## src/design/assert_macros.svh

```systemverilog
// ----------------------------------------------------------------------------
// Assertion macros
// Shared concurrent assertion wrappers for the frame packer design files.
// ----------------------------------------------------------------------------
`ifndef ASSERT_MACROS_SVH
`define ASSERT_MACROS_SVH
`ifndef SYNTHESIS
// property must hold at every clock edge outside reset
`define MCFP_ASSERT(lbl, clk, rst_n, prop) \
    lbl: assert property (@(posedge clk) disable iff (!rst_n) prop) \
        else $error("assertion failed");
// condition must never be seen outside reset
`define MCFP_NEVER(lbl, clk, rst_n, cond) \
    lbl: assert property (@(posedge clk) disable iff (!rst_n) !(cond)) \
        else $error("forbidden condition seen");
`else
`define MCFP_ASSERT(lbl, clk, rst_n, prop)
`define MCFP_NEVER(lbl, clk, rst_n, cond)
`endif
`endif

```

## src/design/mcfp_pkg.sv

```systemverilog
// ----------------------------------------------------------------------------
// mcfp_pkg
// Types and constants of the motor command frame packer.
// ----------------------------------------------------------------------------
package mcfp_pkg;

    localparam int CFG_W     = 32;
    localparam int CFG_IDX_W = 3;
    localparam int VAL_W     = 32;
    localparam int GAIN_W    = 31;

    localparam int POS_CODE_W  = 16;
    localparam int GAIN_CODE_W = 12;

    // quotient bits produced by the divider, one per stage
    localparam int QUO_W     = 16;
    localparam int DIV_STEPS = QUO_W;
    localparam int NUM_W     = VAL_W + QUO_W;

    // clamp low, clamp high, offset, scale, then the divider steps
    localparam int LANE_NS = 4 + DIV_STEPS;
    localparam int PIPE_NS = LANE_NS + 1;

    localparam int FRAME_W = 64;

    typedef enum logic [CFG_IDX_W-1:0] {
        CFG_POS_MIN    = 3'd0,
        CFG_POS_MAX    = 3'd1,
        CFG_VEL_MIN    = 3'd2,
        CFG_VEL_MAX    = 3'd3,
        CFG_TORQUE_MIN = 3'd4,
        CFG_TORQUE_MAX = 3'd5,
        CFG_KP_MAX     = 3'd6,
        CFG_KD_MAX     = 3'd7
    } t_cfg_idx;

    typedef enum logic [1:0] {
        CMD_CONTROL = 2'd0,
        CMD_ENTER   = 2'd1,
        CMD_EXIT    = 2'd2,
        CMD_ZERO    = 2'd3
    } t_cmd;

    localparam logic [FRAME_W-1:0] FRAME_ENTER = 64'hFFFF_FFFF_FFFF_FFFC;
    localparam logic [FRAME_W-1:0] FRAME_EXIT  = 64'hFFFF_FFFF_FFFF_FFFD;
    localparam logic [FRAME_W-1:0] FRAME_ZERO  = 64'hFFFF_FFFF_FFFF_FFFE;

    localparam logic signed [VAL_W-1:0] RST_POS_MIN    = -32'sd819200;
    localparam logic signed [VAL_W-1:0] RST_POS_MAX    = 32'sd819200;
    localparam logic signed [VAL_W-1:0] RST_VEL_MIN    = -32'sd2949120;
    localparam logic signed [VAL_W-1:0] RST_VEL_MAX    = 32'sd2949120;
    localparam logic signed [VAL_W-1:0] RST_TORQUE_MIN = -32'sd1179648;
    localparam logic signed [VAL_W-1:0] RST_TORQUE_MAX = 32'sd1179648;
    localparam logic [GAIN_W-1:0]       RST_KP_MAX     = 31'd32768000;
    localparam logic [GAIN_W-1:0]       RST_KD_MAX     = 31'd327680;

    typedef struct packed {
        logic [LANE_NS-1:0] ce;
        logic [LANE_NS-1:0] vld;
    } t_lane_ctl;

endpackage

```

## src/design/mcfp_lane.sv

```systemverilog
// ----------------------------------------------------------------------------
// mcfp_lane
// One set-point channel: clamp, offset, scale by the code range and a
// restoring divider that yields one quotient bit per pipeline stage.
// ----------------------------------------------------------------------------
`include "assert_macros.svh"

module mcfp_lane #(
    parameter int CODE_W = 12
) (
    input  logic                                      i_clk,
    input  logic                                      i_rst_n,
    input  mcfp_pkg::t_lane_ctl                       i_ctl,
    input  logic signed [mcfp_pkg::VAL_W-1:0]         i_x,
    input  logic signed [mcfp_pkg::VAL_W-1:0]         i_lo,
    input  logic signed [mcfp_pkg::VAL_W-1:0]         i_hi,
    output logic        [CODE_W-1:0]                  o_code
);

    localparam int VW   = mcfp_pkg::VAL_W;
    localparam int QW   = mcfp_pkg::QUO_W;
    localparam int NW   = mcfp_pkg::NUM_W;
    localparam int NST  = mcfp_pkg::DIV_STEPS;
    localparam int DIV0 = 3;
    localparam logic [QW-1:0] FULL = QW'((1 << CODE_W) - 1);

    logic        [VW-1:0]       r_span;
    logic                       r_zero;
    logic signed [VW-1:0]       r_x0;
    logic signed [VW-1:0]       r_x1;
    logic        [VW-1:0]       r_diff;
    logic        [NW-1:0]       n_num;
    logic        [VW-1:0]       r_rem [0:NST];
    logic        [QW-1:0]       r_low [0:NST];
    logic        [QW-1:0]       r_quo [0:NST];

    // the user must change limits only while idle; this block does not enforce it
    always_ff @(posedge i_clk) begin
        if (!i_rst_n) begin
            r_zero <= 1'b1;
            r_span <= '0;
        end else begin
            r_zero <= !(i_hi > i_lo);
            r_span <= VW'(i_hi - i_lo);
        end
    end

    always_ff @(posedge i_clk) begin
        if (i_ctl.ce[0]) begin
            r_x0 <= (i_x < i_lo) ? i_lo : i_x;
        end
        if (i_ctl.ce[1]) begin
            r_x1 <= (r_x0 > i_hi) ? i_hi : r_x0;
        end
        if (i_ctl.ce[2]) begin
            r_diff <= VW'(r_x1 - i_lo);
        end
    end

    // diff * (2^CODE_W - 1)
    assign n_num = (NW'(r_diff) << CODE_W) - NW'(r_diff);

    always_ff @(posedge i_clk) begin
        if (i_ctl.ce[DIV0]) begin
            r_rem[0] <= n_num[NW-1:QW];
            r_low[0] <= n_num[QW-1:0];
            r_quo[0] <= '0;
        end
    end

    for (genvar k = 1; k <= NST; k++) begin : g_div
        logic [VW:0]   w_trial;
        logic [VW+1:0] w_sub;
        logic          w_ge;

        assign w_trial = {r_rem[k-1], r_low[k-1][QW-1]};
        assign w_sub   = {1'b0, w_trial} - {2'b00, r_span};
        assign w_ge    = !w_sub[VW+1];

        always_ff @(posedge i_clk) begin
            if (i_ctl.ce[DIV0+k]) begin
                r_rem[k] <= w_ge ? w_sub[VW-1:0] : w_trial[VW-1:0];
                r_low[k] <= {r_low[k-1][QW-2:0], 1'b0};
                r_quo[k] <= {r_quo[k-1][QW-2:0], w_ge};
            end
        end
    end

    assign o_code = r_zero ? '0 : r_quo[NST][CODE_W-1:0];

    `MCFP_ASSERT(a_offset_in_span, i_clk, i_rst_n,
        (i_ctl.vld[2] && !r_zero) |-> (r_diff <= r_span))
    `MCFP_ASSERT(a_rem_below_span, i_clk, i_rst_n,
        (i_ctl.vld[DIV0+8] && !r_zero) |-> (r_rem[8] < r_span))
    `MCFP_ASSERT(a_code_in_range, i_clk, i_rst_n,
        (i_ctl.vld[DIV0+NST] && !r_zero) |-> (r_quo[NST] <= FULL))

endmodule

```

## config.mk

```make
export PLATFORM = sky130hd
export DESIGN_NAME = mcfp_lane
export DESIGN_NICKNAME = d
export VERILOG_FILES = /design/src/design/mcfp_pkg.sv /design/src/design/mcfp_lane.sv
export VERILOG_INCLUDE_DIRS = /design/src /design/src/design
export SDC_FILE = /design/constraint.sdc
export NUM_CORES = 2
export LEC_CHECK = 0
export BUFFER_PORTS_ARGS = -buffer_cell sky130_fd_sc_hd__buf_2
export CORE_ASPECT_RATIO = 1.5
export CORE_UTILIZATION = 52
export DETAILED_ROUTE_END_ITERATION = 10
export MAX_ROUTING_LAYER = met4
export PLACE_DENSITY = 0.75
export SLEW_MARGIN = 20
export SYNTH_ARGS = -nofsm -noshare
export SYNTH_HDL_FRONTEND = slang
export SYNTH_SLANG_ARGS = --single-unit
```

## constraint.sdc

```tcl
create_clock -name i_clk -period 4.9 [get_ports i_clk]
set_clock_uncertainty 0.1 [all_clocks]
set_input_delay 0.245 -clock i_clk [delete_from_list [all_inputs] [get_ports i_clk]]
set_output_delay 0.245 -clock i_clk [all_outputs]
set_load 0.01 [all_outputs]
```

==> impl_metrics.prom <==
# TYPE chip_impl_metric gauge
chip_impl_info{name="mostFrequentLayoutCell",value="edfxtp_1"} 1
chip_impl_metric{name="cell_area_power_density",unit="mW/mm²"} 757
chip_impl_metric{name="floorplan.core_area",unit="mm²"} 0.116
chip_impl_metric{name="antenna_left",unit=""} 0
chip_impl_metric{name="routed-wl-met2",unit="µm"} 84600
chip_impl_metric{name="row_count",unit=""} 153
chip_impl_metric{name="synthesis.yosys.warnings",unit=""} 0
chip_impl_metric{name="clk_transition_reported_paths",unit="ns"} 0.06
chip_impl_metric{name="starting_utilization_of_the_core_area",unit="%"} 52.4
chip_impl_info{name="cell_at_the_root_of_the_clock_tree",value="clkbuf_16"} 1
chip_impl_metric{name="cts_inserted_buffers",unit=""} 87
chip_impl_metric{name="place.detailed.hpwl",unit="µm"} 115000
chip_impl_metric{name="synth.distinct_cells",unit=""} 94
chip_impl_metric{name="totalWireLength",unit="µm"} 147000
chip_impl_info{name="hp-start",value="i_ctl[24]"} 1
chip_impl_metric{name="grt_pass1_wl",unit="µm"} 235000
chip_impl_info{name="rsz0062_at_grt",value="false"} 1
chip_impl_metric{name="ffs_w_async_s_r_synth",unit="%"} 0
chip_impl_metric{name="avgRoutedWirePerCell",unit="µm"} 18.4
chip_impl_metric{name="residual_overflow_from_global_routing",unit=""} 0
chip_impl_metric{name="cts.sink_count",unit=""} 852
chip_impl_metric{name="post-route-period-util",unit="%"} 96.0
chip_impl_metric{name="synth_seq_cells",unit=""} 852
chip_impl_metric{name="area.sequential",unit="mm²"} 0.0253
chip_impl_metric{name="antenna_found_initial",unit=""} 1
chip_impl_metric{name="count_of_endpoints_failing_hold_in_the_final_timing_report",unit=""} 8
chip_impl_metric{name="synth_nets",unit=""} 6886
chip_impl_metric{name="vias_per_cell",unit=""} 5.97
chip_impl_metric{name="drtIter0Drc",unit=""} 2364
chip_impl_metric{name="drive_above_1_share",unit="%"} 8.86
chip_impl_metric{name="timing.reg2reg.setup_slack",unit="ns"} 0.20
chip_impl_metric{name="setup_viol",unit=""} 0
chip_impl_metric{name="routed-wl-met3",unit="µm"} 4430
chip_impl_metric{name="fill_cells",unit=""} 9498
chip_impl_metric{name="worst_hold_slack",unit="ns"} -0.0303
chip_impl_metric{name="maxSlewHeadroom",unit="%"} 27.3
chip_impl_metric{name="finalSetupTns",unit="ns"} 0
chip_impl_info{name="hold_class",value="input port to register"} 1
chip_impl_metric{name="syn_to_layout_area_delta",unit="%"} 11.7
chip_impl_metric{name="cts-root-to-sink-buffers",unit=""} 3
chip_impl_metric{name="antenna_cells",unit=""} 0
chip_impl_metric{name="rr_worst_depth",unit=""} 13
chip_impl_metric{name="worst-path-max-fanout",unit=""} 21
chip_impl_metric{name="io-pin-count",unit=""} 150
chip_impl_metric{name="detail_route.wirelength.met1",unit="µm"} 50100
chip_impl_metric{name="netlist_instances",unit=""} 6072
chip_impl_metric{name="vdd_ir_drop_max",unit="mV"} 0.347
chip_impl_metric{name="grt_max_degree",unit=""} 62
chip_impl_metric{name="max_freq",unit="MHz"} 213
chip_impl_info{name="tritoncts",value="yes"} 1
chip_impl_metric{name="fin_crit",unit="ns"} 4.70
chip_impl_metric{name="synth-seq-area-share",unit="%"} 41.7
chip_impl_metric{name="maxSlewViolCount",unit=""} 0
chip_impl_metric{name="grt_pass1_vias",unit=""} 49900
chip_impl_metric{name="syn_avg_cell_area",unit="µm²"} 9.97
chip_impl_metric{name="critical_path_arrival",unit="ns"} 5.04
chip_impl_info{name="r2r_start",value="r_span[1]$_SDFF_PN0_"} 1
chip_impl_metric{name="drt-pass1-iter-count",unit=""} 6
chip_impl_metric{name="p_leak",unit="nW"} 27.3
chip_impl_info{name="critPathKind",value="register to register"} 1
chip_impl_metric{name="required_time_of_the_worst_setup_path",unit="ns"} 5.24
chip_impl_metric{name="multiInputGateArea",unit="mm²"} 0.0338
chip_impl_info{name="timing.critical_path.from_type",value="register"} 1
chip_impl_info{name="violations",value="negative hold slack"} 1
chip_impl_info{name="critical_path.reg2reg.endpoint",value="r_rem[0][411]$_DFFE_PP_"} 1
chip_impl_info{name="layout.cells.most_common_list",value="edfxtp_1, ha_1, nand2_1, a21oi_1, o21ai_0"} 1
chip_impl_metric{name="ctsHtreeMaxLevel",unit=""} 3
chip_impl_metric{name="synth-edff-count",unit=""} 819
chip_impl_metric{name="worst_skew_pair.late_latency",unit="ns"} 0.71
chip_impl_metric{name="gp_congestion",unit=""} 0.988
chip_impl_metric{name="pin_slew_with_the_least_headroom_to_its_limit",unit="ns"} 1.09
chip_impl_metric{name="num_vias",unit=""} 47700
chip_impl_metric{name="maxCapViolations",unit=""} 0
chip_impl_info{name="outcome",value="finished with violations"} 1
chip_impl_metric{name="synthesis.area",unit="mm²"} 0.0606
chip_impl_metric{name="die_w",unit="µm"} 281
chip_impl_info{name="topRoutingLayerUsed",value="met4"} 1
chip_impl_info{name="dominantRegCellSynth",value="edfxtp_1"} 1
chip_impl_metric{name="fin_nets",unit=""} 7188
chip_impl_info{name="hold-path-endpoint",value="r_rem[0][63]$_DFFE_PP_"} 1
chip_impl_metric{name="fp.dieArea",unit="mm²"} 0.118
chip_impl_metric{name="min_delay_path_depth",unit=""} 1
chip_impl_info{name="worstSetupEndpointType",value="register"} 1
chip_impl_metric{name="combined_global_route_utilization_of_all_metal_layers",unit="%"} 25.4
chip_impl_metric{name="die_height",unit="µm"} 420
chip_impl_metric{name="post-route-drc-count",unit=""} 0
chip_impl_metric{name="buffers_on_ports",unit=""} 129
chip_impl_metric{name="total_power",unit="mW"} 51.2
[routing by layer]
metal | vias up | GRT usage [%]
met1 | 22800 | 21.6
met5 | - | -
li1 | 23300 | -
met2 | 1123 | 52.2
met3 | 482 | 2.42
met4 | 0 | 14.7
[cells in the mapped netlist, drive strengths merged, types with 22 or more instances]
| cell type | instances | area share, % |
|---|---|---|
| a211oi | 23 | 0.29 |
| a21boi | 23 | 0.29 |
| a21o | 275 | 3.4 |
| a21oi | 581 | 4.8 |
| a31oi | 48 | 0.52 |
| and2 | 51 | 0.53 |
| and3 | 61 | 0.63 |
| buf | 34 | 0.34 |
| clkbuf | 116 | 0.72 |
| dfxtp | 33 | 1.1 |
| edfxtp | 819 | 41 |
| ha | 659 | 14 |
| inv | 270 | 1.7 |
| mux2 | 114 | 2.1 |
| nand2 | 598 | 3.7 |
| nand2b | 85 | 0.88 |
| nand3 | 88 | 0.73 |
| nand4 | 73 | 0.75 |
| nor2 | 332 | 2.1 |
| nor2b | 106 | 1.1 |
| nor3 | 66 | 0.59 |
| o211ai | 33 | 0.41 |
| o21a | 66 | 0.82 |
| o21ai | 602 | 5.0 |
| o21bai | 49 | 0.61 |
| o31a | 22 | 0.32 |
| o31ai | 48 | 0.60 |
| or2 | 22 | 0.23 |
| or3 | 24 | 0.26 |
| xnor2 | 271 | 3.9 |
| xor2 | 212 | 3.1 |
[worst max-delay path by stage]
stage / from / endpoint / slack, ns / cells after the start
after detailed placement: r_span[0]$_SDFF_PN0_ / r_rem[0][414]$_DFFE_PP_ / 0.15 / 12
after global placement: r_span[0]$_SDFF_PN0_ / r_rem[0][409]$_DFFE_PP_ / 0.23 / 12
after floorplan: r_span[1]$_SDFF_PN0_ / r_rem[0][323]$_DFFE_PP_ / 0.33 / 13
final: r_span[1]$_SDFF_PN0_ / r_rem[0][411]$_DFFE_PP_ / 0.20 / 13
after global routing: r_span[1]$_SDFF_PN0_ / r_rem[0][410]$_DFFE_PP_ / 0.002 / 13
after CTS: r_span[0]$_SDFF_PN0_ / r_rem[0][411]$_DFFE_PP_ / 0.13 / 12
[power by group]
part           switching, mW  internal, mW
clock                   3.04          3.78
sequential              1.40          12.6
combinational           17.2          13.1
total                   21.7          29.6
[state kept, by name, summed over array words and instances (netlist names)]
name    flops
r_low     136
r_diff     32
r_span     32
r_x1       32
r_quo      78
r_rem     509
r_x0       32
r_zero      1
[cell families (layout without fill, tap and decap cells)]
group	after synthesis	in the layout	synth area share [%]
simple gates	1566	1566	12.2
compound gates	1956	1956	20.0
flops	852	852	41.7
xor+xnor	483	483	6.99
buf+inv	420	793	2.73
mux	119	119	2.20
fa+ha+maj	676	676	14.2
[worst max-delay path: stages (launching register included)]
cell and delay [ns]:
dfxtp_1 0.31, inv_1 0.31, ha_1 0.32, nor2b_1 0.14
o2111a_1 0.25, nor3_1 0.46, nor4_1 0.22, o2111ai_1 0.50
a21oi_1 0.17, o21a_1 0.22, o21a_1 0.21, nor3_4 0.77
buf_4 0.35, o21ai_0 0.12
[layout make-up]
type                            instances  share of cell area [%]
Tap cell                             1550                    2.87
Timing Repair Buffer                  363                    4.12
Sequential cell                       852                    37.3
Multi-Input combinational cell       4800                    49.9
Inverter                              270                    1.50
Clock inverter                         50                   0.799
Clock buffer                          110                    3.44
[stage by stage]
step	setup slack, ns	instance area (µm²)	util (%)	std cells	hold WS (ns)
after floorplan	0.331	60600	-	6072	0.257
after global placement	0.228	63700	55.1	7730	0.300
after detailed placement	0.152	63700	55.1	7730	0.305
after CTS	0.126	67600	58.5	7993	0.0382
after global routing	0.00201	67600	58.5	7995	0.0105
final	0.198	67600	58.5	7995	-0.0303
[what timing repair did]
action | in CTS | in global routing
buffers inserted | 0 | 2
endpoints found under the hold margin | 93 | 0
setup endpoints to repair | 0 | 54
hold buffers | 103 | 0
resized for setup | 0 | 3
(Power assumes the default switching activity.)
